`src/rtl/asat_pkg.sv`:
```
// Shared types and constants for the aliquot-sum amicable test block.
`default_nettype none
package asat_pkg;

	localparam int LIMIT_W     = 16;
	localparam int SUM_OUT_W   = 18;
	localparam logic [LIMIT_W-1:0] LIMIT_RESET = 16'd10000;

	// controller -> datapath commands
	typedef struct packed {
		logic load_p1;     // latch request value, start first pass
		logic load_p2;     // start partner pass on saved sum
		logic div_start;   // seed divider for current candidate
		logic div_step;    // one restoring-divide bit
		logic accum;       // add divisor pair if it divides, advance candidate
		logic save_s;      // store first-pass proper divisor sum
		logic latch_match; // amicable flag from partner pass
		logic clear_amic;  // amicable flag forced low
	} cmd_t;

	// datapath -> controller status
	typedef struct packed {
		logic operand_zero;
		logic sq_le;       // candidate squared <= operand
		logic div_last;    // final divide bit this cycle
		logic partner_ok;  // sum within limit and differs from value
	} status_t;

endpackage
`default_nettype wire

```
`src/rtl/asat_dp.sv`:
```
// Datapath: limit register, candidate/square tracking, serial divider, sums.
`default_nettype none
module asat_dp #(
	parameter int VALUE_WIDTH = 16
) (
	input  wire logic                           clk,
	input  wire logic                           arst_n,
	input  wire logic [VALUE_WIDTH-1:0]         value,
	input  wire logic                           cfg_valid,
	input  wire logic [asat_pkg::LIMIT_W-1:0]   cfg_data,
	input  wire asat_pkg::cmd_t                 cmd,
	output asat_pkg::status_t                   status,
	output logic [asat_pkg::SUM_OUT_W-1:0]      divisor_sum,
	output logic                                amicable
);
	import asat_pkg::*;

	localparam int NW    = (VALUE_WIDTH > LIMIT_W) ? VALUE_WIDTH : LIMIT_W;
	localparam int DW    = NW / 2 + 1;
	localparam int SQ_W  = 2 * DW + 1;
	localparam int SUM_W = NW + 3;
	localparam int CNT_W = $clog2(NW);

	logic [LIMIT_W-1:0] limit_q;
	logic [NW-1:0]      n_q;
	logic [NW-1:0]      op_q;
	logic [DW-1:0]      d_q;
	logic [SQ_W-1:0]    sq_q;
	logic [SUM_W-1:0]   acc_q;
	logic [DW-1:0]      rem_q;
	logic [NW-1:0]      quo_q;
	logic [CNT_W-1:0]   cnt_q;
	logic [SUM_W-1:0]   s_q;
	logic               amic_q;

	logic [DW:0]        rem_sh;
	logic [DW:0]        rem_diff;
	logic               rem_ge;
	logic [SUM_W-1:0]   pair_add;
	logic [SUM_W-1:0]   net_sum;

	assign rem_sh   = {rem_q, quo_q[NW-1]};
	assign rem_diff = rem_sh - {1'b0, d_q};
	assign rem_ge   = (rem_sh >= {1'b0, d_q});
	// square root divisor counted once
	assign pair_add = (quo_q == NW'(d_q)) ? SUM_W'(d_q) : (SUM_W'(d_q) + SUM_W'(quo_q));
	assign net_sum  = acc_q - SUM_W'(op_q);

	always_ff @(posedge clk or negedge arst_n) begin
		if (!arst_n) begin
			limit_q <= LIMIT_RESET;
		end else if (cfg_valid) begin
			limit_q <= cfg_data;
		end
	end

	always_ff @(posedge clk) begin
		if (cmd.load_p1) begin
			n_q   <= NW'(value);
			op_q  <= NW'(value);
			d_q   <= DW'(1);
			sq_q  <= SQ_W'(1);
			acc_q <= '0;
		end
		if (cmd.load_p2) begin
			op_q  <= NW'(s_q[LIMIT_W-1:0]);
			d_q   <= DW'(1);
			sq_q  <= SQ_W'(1);
			acc_q <= '0;
		end
		if (cmd.div_start) begin
			rem_q <= '0;
			quo_q <= op_q;
			cnt_q <= '0;
		end
		if (cmd.div_step) begin
			rem_q <= rem_ge ? rem_diff[DW-1:0] : rem_sh[DW-1:0];
			quo_q <= {quo_q[NW-2:0], rem_ge};
			cnt_q <= cnt_q + CNT_W'(1);
		end
		if (cmd.accum) begin
			if (rem_q == '0) begin
				acc_q <= acc_q + pair_add;
			end
			d_q  <= d_q + DW'(1);
			sq_q <= sq_q + SQ_W'({d_q, 1'b1});
		end
		if (cmd.save_s) begin
			s_q <= net_sum;
		end
		if (cmd.latch_match) begin
			amic_q <= (net_sum == SUM_W'(n_q));
		end
		if (cmd.clear_amic) begin
			amic_q <= 1'b0;
		end
	end

	assign status.operand_zero = (op_q == '0);
	assign status.sq_le        = (sq_q <= SQ_W'(op_q));
	assign status.div_last     = (cnt_q == CNT_W'(NW - 1));
	assign status.partner_ok   = (s_q <= SUM_W'(limit_q)) && (s_q != SUM_W'(n_q));

	assign divisor_sum = (s_q > SUM_W'({SUM_OUT_W{1'b1}})) ? {SUM_OUT_W{1'b1}}
	                                                      : s_q[SUM_OUT_W-1:0];
	assign amicable = amic_q;

endmodule
`default_nettype wire

```
`config.mk`:
```
export PLATFORM = sky130hd
export DESIGN_NAME = asat_dp
export DESIGN_NICKNAME = d
export VERILOG_FILES = /design/src/rtl/asat_pkg.sv /design/src/rtl/asat_dp.sv
export SDC_FILE = /design/constraint.sdc
export NUM_CORES = 1
export LEC_CHECK = 0
export BUFFER_PORTS_ARGS = -buffer_cell sky130_fd_sc_hd__buf_2
export CAP_MARGIN = 20
export CORE_MARGIN = 2
export CORE_UTILIZATION = 54
export CTS_BUF_LIST = sky130_fd_sc_hd__clkbuf_16
export CTS_CLUSTER_SIZE = 12
export DETAILED_ROUTE_END_ITERATION = 7
export PLACE_DENSITY = 0.71
export SLEW_MARGIN = 10
export SYNTH_ARGS = -nofsm -noshare
export SYNTH_HDL_FRONTEND = slang
export SYNTH_SLANG_ARGS = --single-unit
export TNS_END_PERCENT = 50
```
`constraint.sdc`:
```
create_clock -name clk -period 3.85 [get_ports clk]
set_input_delay 0.77 -clock clk [delete_from_list [all_inputs] [get_ports clk]]
set_output_delay 0.77 -clock clk [all_outputs]
set_load 0.005 [all_outputs]
```
======== Word-level counts from Yosys, hierarchy flattened ========
Cells that the tools add are included.
word-level totals
  bits in registers ....................... 144
  word-level logic and storage cells ...... 53
  input bits .............................. 43
  output and inout bits ................... 23
operators by class
  equality and inequality tests ........... 4
  magnitude comparators ................... 4
  muxes and demuxes ....................... 21
  $add $sub $neg .......................... 7
  reduce and logical (&&, ||, !) cells .... 6
operators with widths
  cell                    number
  $mux W19                7
  $mux W16                4
  $mux W9                 6
  $le A19 B16 Y1          2
  $add A19 B10 Y19        1
  $add A19 B17 Y19        1
  $eq A19 B16 Y1          1
  $gt A19 B18 Y1 const B  1
  $ne A19 B16 Y1          1
  $sub A19 B16 Y19        1
  $mux W18                1
  $add A9 B16 Y17         1
  $mux W17                1
  $eq A16 B9 Y1           1
  $logic_not A16 Y1       1
  $ge A10 B9 Y1           1
  $add A9 B1 Y9 const B   1
  $logic_not A9 Y1        1
  $sub A9 B9 Y9           1
  $mux W4                 2
  $add A4 B1 Y4 const B   1
  $eq A4 B4 Y1 const B    1
  $reduce_bool A2 Y1      2
  $reduce_bool A3 Y1      1
  $logic_and A1 B1 Y1     1

======== Depth between registers and ports, before layout ========
Gate-level depths: netlist of run 1.
  depth in word-level cells ............... 5
  mapped depth ............................ 22

======== Least setup slack after synthesis of run 1 ========
Ideal clock, no wire load.
  path kind ............................... register to register
  start ................................... reg d_q[0]
  end ..................................... reg acc_q[17]
  library setup time ...................... 0.126 ns
  arrival time ............................ 3.947 ns
  path buffers ............................ 0
  data required time ...................... 3.724 ns
  cell stages (with the launch flop) ...... 21
  clock period less this slack ............ 4.073 ns
  setup slack ............................. -0.223 ns
  cell sequence ........................... edfxtp_1 ha_1 inv_1 fa_1 nor2b_1 o21ai_1 a21oi_1 o21ai_0 a21oi_1 o21ai_0 a21boi_1 a211oi_1 ha_1 a21o_1 a21o_1 a21oi_1 o211ai_1 a2111oi_0 nor3_1 a311oi_1 o21ai_0
between the ends
  word-level cells in the longest chain between the ends .. 5
  elaborated cells on any way between the ends .. 6
  classes of those cells .................. 2 x add/sub; 1 x eq/ne; 3 x mux
ends and longest elaborated chain
  item                                              RTL line       RTL
  start, declared                                   asat_dp.sv:27  logic [DW-1:0] d_q;
  start signal, assigned                            asat_dp.sv:85  d_q <= d_q + DW'(1);
  $add A9 B16 Y17 or $eq A16 B9 Y1 (tied branches)  asat_dp.sv:46  assign pair_add = (quo_q == NW'(d_q)) ? SUM_W'(d_q) : (SUM_W'(d_q) + SUM_W'(quo_q));
  $mux W17 (*)                                      asat_dp.sv:46
  $add A19 B17 Y19 (*)                              asat_dp.sv:83  acc_q <= acc_q + pair_add;
  $mux W19 (*)                                      asat_dp.sv:82  if (rem_q == '0) begin
  $mux W19 (*)                                      asat_dp.sv:81  if (cmd.accum) begin
  end signal, assigned                              asat_dp.sv:83
  end, declared                                     asat_dp.sv:29  logic [SUM_W-1:0] acc_q;
Every way passes the cells marked *; elsewhere a longest branch is shown, timed or not.
A chain may end at the register's enable or synchronous reset.

======== Worst setup path in the final report of run 1 ========
  start ................................... reg d_q[0]
  end ..................................... reg acc_q[15]
Same word-level chain as after synthesis.

==> impl_results.md, run 1 <==
- Core region area: between 15000 and 20000 um2
- YS warnings: 0
- Gr usage total: 0.263
- Antenna cells: 0
- Share of layout cells above drive strength 1: 0.205
- R2R Setup Slk: -0.23 ns
- Synth cell types: 74
- Final nets: 1288
- CTS Buf Count: 17
- Area growth, synth to finish: 16.5%
- Failing checks: negative setup slack
- Crit start category: flip-flop
- Fin crit share: 1.06
- Critical path endpoint category: flip-flop
- WL final: 25900 um
- Initial DRC count: 690
- Peak supply drop: 0.000324 V
- Total Power: approximately 6 mW
- Final min period: 4.08 ns
- Critical R2R Capture: acc_q[15]$_DFF_P_
- Die H: 141 um
- Top-count cell post-synth: edfxtp_1
- Max-cap violations: 0
- Starting Density: 0.556
- Slew Limit Fails: 0
- Final Hold Vio Count: 0
- CP Data Required Time: 4.20 ns
- Fmax: 245 MHz
- Die ar.: 19800 um2
- Beginning of the critical path: d_q[0]$_SDFFCE_PN1P_
- Die width: 141 um
- Post-synth top cells: edfxtp_1, ha_1, inv_1, nand2_1, o21ai_0
- Final ANT Viol Nets: 0
- Area leader, netlist: edfxtp_1
- Wire per inst: 18.6 um
- Worst clock skew: 0.00861 ns
- Largest net degree at the start of global routing: 47
- WHS: 0.229 ns
- Later-pin clock latency in the skew report: between 0.4 and 0.5 ns
- Syn Area/Cell: 9.76 um2
- Post-CTS Hold Fix Bufs: 0
- Crit path kind: reg2reg
- Gp weighted congestion: 0.958
- Vias in the first global route: 7669
- Deepest clock path buffer count: 2
- Crit Path Max Fanout: 4
- First-pass GRT wire length: about 40000 um
- Seq/Total Area, Yosys: 0.401
- Drt pass-1 iters: 6
- CP endpoint: acc_q[15]$_DFF_P_
- Outcome: complete, but fails checks
- RSZ-0062 raised after global routing: true
- DRC: 0
- Post-synthesis register bit count: 144
- Final Setup Violations: 4
- Gr ovfl total: 0
- Pwr dens: 513 nW/um2
- Port Buf Inserts: 65
- Area contributors post-synth: edfxtp_1, ha_1, xnor2_1
- Cell area after synthesis: about 10000 um2
- Post-synth top area share: 0.321
- I/O Pins: 66
- Initial antenna violation count: 0
- Clk sinks: about 140
- Crit path DAT: 4.43 ns
- TNS Setup: -0.627 ns
- Max-slew headroom: 0.537
- Design area: 11800 um2
- Syn_nets: 1176
- Clk slew on worst S/H paths: 0.07 ns
- R2R Path Start: d_q[0]$_SDFFCE_PN1P_
- Top FF cell, synth: edfxtp_1
- CTS tree: yes
- Number of flops mapped to enable cells by yosys: 108
- Vias per cell: between 5 and 6
- Detailed Place HPWL: 19000 um
- DR vias: 8171
- Ys async rst share: 0.111
- Length in cells of the worst reg-to-reg path: 22
- Clock Tree Root: clkbuf_16
- Least-Margin Pin Slew: 0.694 ns
- DP Area: 11000 um2
- Number of H-tree levels: 4
- Final worst slack: -0.230 ns
- Cell count after synthesis: 1034
- Num rows: 49
- Pleak: 5.03 nW
- Hold WC Path Type: in2async
report_power, final:
group          total (mW)  switching [mW]  internal, mW
Combinational        2.16            1.16          1.00
Clock                1.70           0.757         0.940
Sequential           2.17           0.210          1.96
Total                6.03            2.13          3.90
layout by cell type (no fill, tap or decap), types with 4 or more instances in the layout:
| cell type | instances |
|---|---|
| dfxtp_1 | 20 |
| dfstp_2 | 5 |
| mux2_2 | 19 |
| a31oi_1 | 4 |
| a21oi_1 | 46 |
| buf_2 | 65 |
| xnor2_1 | 64 |
| o2111ai_1 | 4 |
| clkbuf_16 | 19 |
| o21ai_0 | 68 |
| nand3_1 | 36 |
| nand2b_1 | 12 |
| nand2_1 | 75 |
| nand4_1 | 18 |
| inv_1 | 74 |
| and3_1 | 9 |
| mux2i_1 | 7 |
| or2_2 | 22 |
| inv_6 | 4 |
| buf_4 | 63 |
| a21boi_0 | 4 |
| edfxtp_1 | 108 |
| dfrtp_1 | 11 |
| o21ai_1 | 13 |
| xor2_1 | 31 |
| nor3_1 | 23 |
| and2_1 | 26 |
| nor2_1 | 38 |
| a21o_1 | 19 |
| nor2b_1 | 26 |
| ha_1 | 91 |
| o21bai_1 | 5 |
| or3_1 | 9 |
| inv_8 | 7 |
| nor4_1 | 18 |
| o21a_1 | 6 |
| a211oi_1 | 7 |
registers in the layout, summed over array words and instances (netlist names):
signal,cells
acc_q,19
amicable,1
cnt_q,4
d_q,9
limit_q,16
n_q,16
op_q,16
quo_q,16
rem_q,9
s_q,19
sq_q,19
metrics by stage:
stage	setup slack, ns	std cells	util
after CTS	-0.159	1385	0.641
after floorplan	-0.0396	1034	-
after detailed placement	-0.274	1347	0.605
final	-0.230	1388	0.648
after global placement	-0.168	1347	0.605
after global routing	-0.538	1388	0.648
worst min path at each step:
stage / end / slack (ns) / depth (start not counted)
3_3_place_gp: acc_q[4]$_DFF_P_ / 0.48 / 2
4_1_cts: limit_q[6]$_DFFE_PN0P_ / 0.23 / 1
3_5_place_dp: acc_q[13]$_DFF_P_ / 0.50 / 2
6_report: limit_q[6]$_DFFE_PN0P_ / 0.23 / 1
2_1_floorplan: acc_q[9]$_DFF_P_ / 0.45 / 2
5_1_grt: limit_q[6]$_DFFE_PN0P_ / 0.24 / 1
layer usage:
layer | up-vias | track usage | wire length [um]
met5 | - | 0 | 0
met4 | 0 | 0.0726 | 571
met3 | 47 | 0.0615 | 1660
met2 | 259 | 0.410 | 11800
met1 | 3886 | 0.370 | 11800
li1 | 3979 | - | -
timing repair:
action | in CTS | in global routing
buffers inserted | 6 | 3
pin swaps | 3 | 24
gates resized for setup | 5 | 25
setup endpoints to repair | 5 | 10
hold endpoints to repair | 0 | 0
critical path, stage by stage (launching register included):
cell and delay [ns]:
edfxtp_1 0.37, ha_2 0.21, inv_2 0.04, fa_2 0.37, nor2b_2 0.15, o21ai_2 0.09
a21oi_2 0.18, o21ai_2 0.09, a21oi_2 0.17, o21ai_2 0.08, nand2_1 0.08, nor3_2 0.05
a211oi_2 0.22, ha_1 0.28, a21o_1 0.17, a21o_1 0.16, a21oi_2 0.18, o211ai_1 0.16
a2111oi_2 0.42, nor3_2 0.12, buf_4 0.16, xnor2_2 0.12, o21ai_1 0.14
cell type report:
class,instances,area (um2)
fill,1504,6390
timing repair buffer,128,798
inverter,76,285
clock inverter,13,126
tap,229,287
sequential,144,4050
multi-input combinational,779,5740
clock buffer,19,475
kinds of logic (layout without fill, tap and decap cells):
group	count (synthesis)	count (layout)	share of synthesized area
AOI/OAI and AO/OA	223	223	0.141
xor gates and xnor gates	97	97	0.0856
adders and majority gates	99	99	0.126
buffers and inverters	111	236	0.0430
DFF	144	144	0.401
muxes	26	26	0.0281
and+or+nand+nor	334	334	0.174
(Power assumes the default switching activity.)
==> run 2, diff against run 1 <==
--- a/config.mk
+++ b/config.mk
@@ -13,6 +13,7 @@
 export CTS_CLUSTER_SIZE = 12
 export DETAILED_ROUTE_END_ITERATION = 7
 export PLACE_DENSITY = 0.71
+export RECOVER_POWER = 50
 export SLEW_MARGIN = 10
 export SYNTH_ARGS = -nofsm -noshare
 export SYNTH_HDL_FRONTEND = slang
==> run 2 against run 1 <==
Effect of this change: the flow finishes with violations (max-capacitance violations, max-slew violations, negative setup slack); design area decreased by 0.23%; via count rose by 0.60%; core utilization decreased by 0.15 points; non-clock buffer count stayed put; critical path depth did not move; critical path type unchanged; largest power group unchanged.
==> impl_results.md, run 2 (same netlist as run 1, synthesis figures left out) <==
- Outcome: complete, but fails checks
- Failing checks: max-capacitance violations, max-slew violations, negative setup slack
- Critical path endpoint category: flip-flop
- Largest net degree at the start of global routing: 47 (unchanged)
- DRC: 0 (unchanged)
- Worst clock skew: 0.00904 ns (+0.000424 ns)
- Fin crit share: 1.06 (+0.00279)
- CTS tree: yes
- Crit path DAT: 4.45 ns (+0.02 ns)
- Most frequent cells in the layout: edfxtp_1, ha_1, nand2_1, inv_1, o21ai_0
- Gr ovfl total: 0 (unchanged)
- Vias per cell: 5.92 (+0.60%)
- Crit Path Max Fanout: 4 (unchanged)
- I/O Pins: 66 (unchanged)
- Gp weighted congestion: 0.958 (unchanged)
- RSZ-0062 raised after global routing: true
- Slew Limit Fails: 47 (+47)
- Die width: 141 um (unchanged)
- Crit start category: flip-flop
- Initial antenna violation count: 0 (unchanged)
- Num rows: 49 (unchanged)
- Detailed Place HPWL: 19000 um (unchanged)
- Initial DRC count: 734 (+6.4%)
- Max layer used: met4
- Worst path slowest cell: a2111oi_2
- WHS: 0.399 ns (+0.170 ns)
- M1 wire length: 11600 um (-1.7%)
- CP Data Required Time: 4.20 ns (about the same)
- Hold WC Path Type: in2async
- Worst-path cell chain: ha_2 -> inv_2 -> fa_2 -> nor2b_2 -> o21ai_2 -> a21oi_2 -> o21ai_2 -> a21oi_2 -> o21ai_2 -> nand2_1 -> nor3_2 -> a211oi_2 -> ha_1 -> a21o_1 -> a21o_1 -> a21oi_2 -> o211ai_1 -> a2111oi_2 -> nor3_2 -> buf_4 -> xnor2_2 -> o21ai_1
- Length in cells of the worst reg-to-reg path: 22 (unchanged)
- Most common cell after layout, fill and taps aside: edfxtp_1
- R2R Setup Slk: -0.24 ns (about the same)
- Die H: 141 um (unchanged)
- Final worst slack: -0.241 ns (-0.0107 ns)
- Final min period: 4.09 ns (+0.0107 ns)
- WL met3: 1890 um (+14%)
- Starting Density: 0.556 (unchanged)
- Post-CTS Hold Fix Bufs: 0 (unchanged)
- Die ar.: 19800 um2 (unchanged)
- Core region area: 18100 um2 (unchanged)
- Met2 routed WL: 11800 um (+0.17%)
- Peak supply drop: 0.000325 V (+0.31%)
- Deepest clock path buffer count: 2 (unchanged)
- Least-Margin Pin Slew: 1.67 ns (+0.976 ns)
- Clock Tree Root: clkbuf_16
- Max-cap violations: 1 (+1)
- TNS Setup: -0.670 ns (-0.0429 ns)
- Critical R2R Capture: acc_q[15]$_DFF_P_
- CTS Buf Count: 17 (unchanged)
- Port Buf Inserts: 65 (unchanged)
- Clk slew on worst S/H paths: 0.07 ns (about the same)
- Later-pin clock latency in the skew report: 0.43 ns (about the same)
- Number of H-tree levels: 4 (unchanged)
- Max-slew headroom: -0.113 (-0.651)
- Wire per inst: 18.6 um (-0.13%)
- Clk sinks: 144 (unchanged)
- First-pass GRT wire length: 40400 um (unchanged)
- Fmax: 244 MHz (-0.26%)
- CP bufs+invs: 2 (unchanged)
- Largest stage delay, worst path: 0.42 ns (about the same)
- CP top delay family: compound AO/OA/AOI/OAI gates
- Antenna cells: 0 (unchanged)
- Biggest regs: acc_q: 19 flops, s_q: 19 flops, sq_q: 19 flops
- Final Setup Violations: 4 (unchanged)
- DR vias: 8220 (+0.60%)
- Pwr dens: 514 nW/um2 (+0.29%)
- Drt pass-1 iters: 5 (-1)
- Vias in the first global route: 7669 (unchanged)
- Gr usage total: 0.263 (unchanged)
- WL final: 25800 um (-0.13%)
- Final nets: 1288 (unchanged)
- Share of layout cells above drive strength 1: 0.190 (-0.0155)
- Final Hold Vio Count: 0 (unchanged)
- Final ANT Viol Nets: 0 (unchanged)
- R2R Path Start: d_q[0]$_SDFFCE_PN1P_
- Area growth, synth to finish: 16.3%
- Crit path kind: reg2reg
- Pleak: 4.98 nW (-1.1%)
-- run 2: final cells by class --
cell class	count	area, um2
flip-flops and latches	144	4050
well taps	229	287
clock buffers	19	475
clock inverters	13	126
repair buffers	128	771
multi-input cells	779	5740
inverters	76	285
fillers	1514	6410
-- run 2: how the worst max path moves through the flow --
stage	start	to	slack [ns]	cells after the start
finish	d_q[0]$_SDFFCE_PN1P_	acc_q[15]$_DFF_P_	-0.24	22
global route	quo_q[0]$_DFFE_PP_	acc_q[15]$_DFF_P_	-0.54	22
CTS	d_q[1]$_SDFFCE_PN0P_	acc_q[17]$_DFF_P_	-0.16	17
detailed placement	quo_q[0]$_DFFE_PP_	acc_q[17]$_DFF_P_	-0.27	21
global placement	quo_q[0]$_DFFE_PP_	acc_q[17]$_DFF_P_	-0.17	21
floorplan	d_q[0]$_SDFFCE_PN1P_	acc_q[17]$_DFF_P_	-0.04	20
-- run 2: per-stage QoR --
stage	utilization	worst slack (ns)	cells	power [mW]	area, um2
3_3_place_gp	0.605	-0.168	1347	4.21	11000
3_5_place_dp	0.605	-0.274	1347	4.25	11000
5_1_grt	0.647	-0.538	1388	6.38	11700
4_1_cts	0.641	-0.159	1385	5.98	11600
6_report	0.647	-0.241	1388	6.03	11700
2_1_floorplan	-	-0.0396	1034	3.64	10100
-- run 2: power breakdown --
| part | leakage, nW | internal [mW] | total [mW] | switching (mW) |
|---|---|---|---|---|
| Sequential | 1.47 | 1.96 | 2.17 | 0.210 |
| Clock | 0.300 | 0.940 | 1.70 | 0.760 |
| Combinational | 3.21 | 0.996 | 2.16 | 1.17 |
-- run 2: repair_timing --
item                       4_1_cts  5_1_grt
gates cloned                     0        0
setup buffers                    6        3
pin swaps                        3       24
setup endpoints to repair        5       10
resized for setup                5       25
-- run 2: layer usage --
metal  up-vias  GRT usage
li1       3981          -
met1      3914      0.370
met2       287      0.410
met3        38     0.0615
met4         0     0.0726
met5         -          0
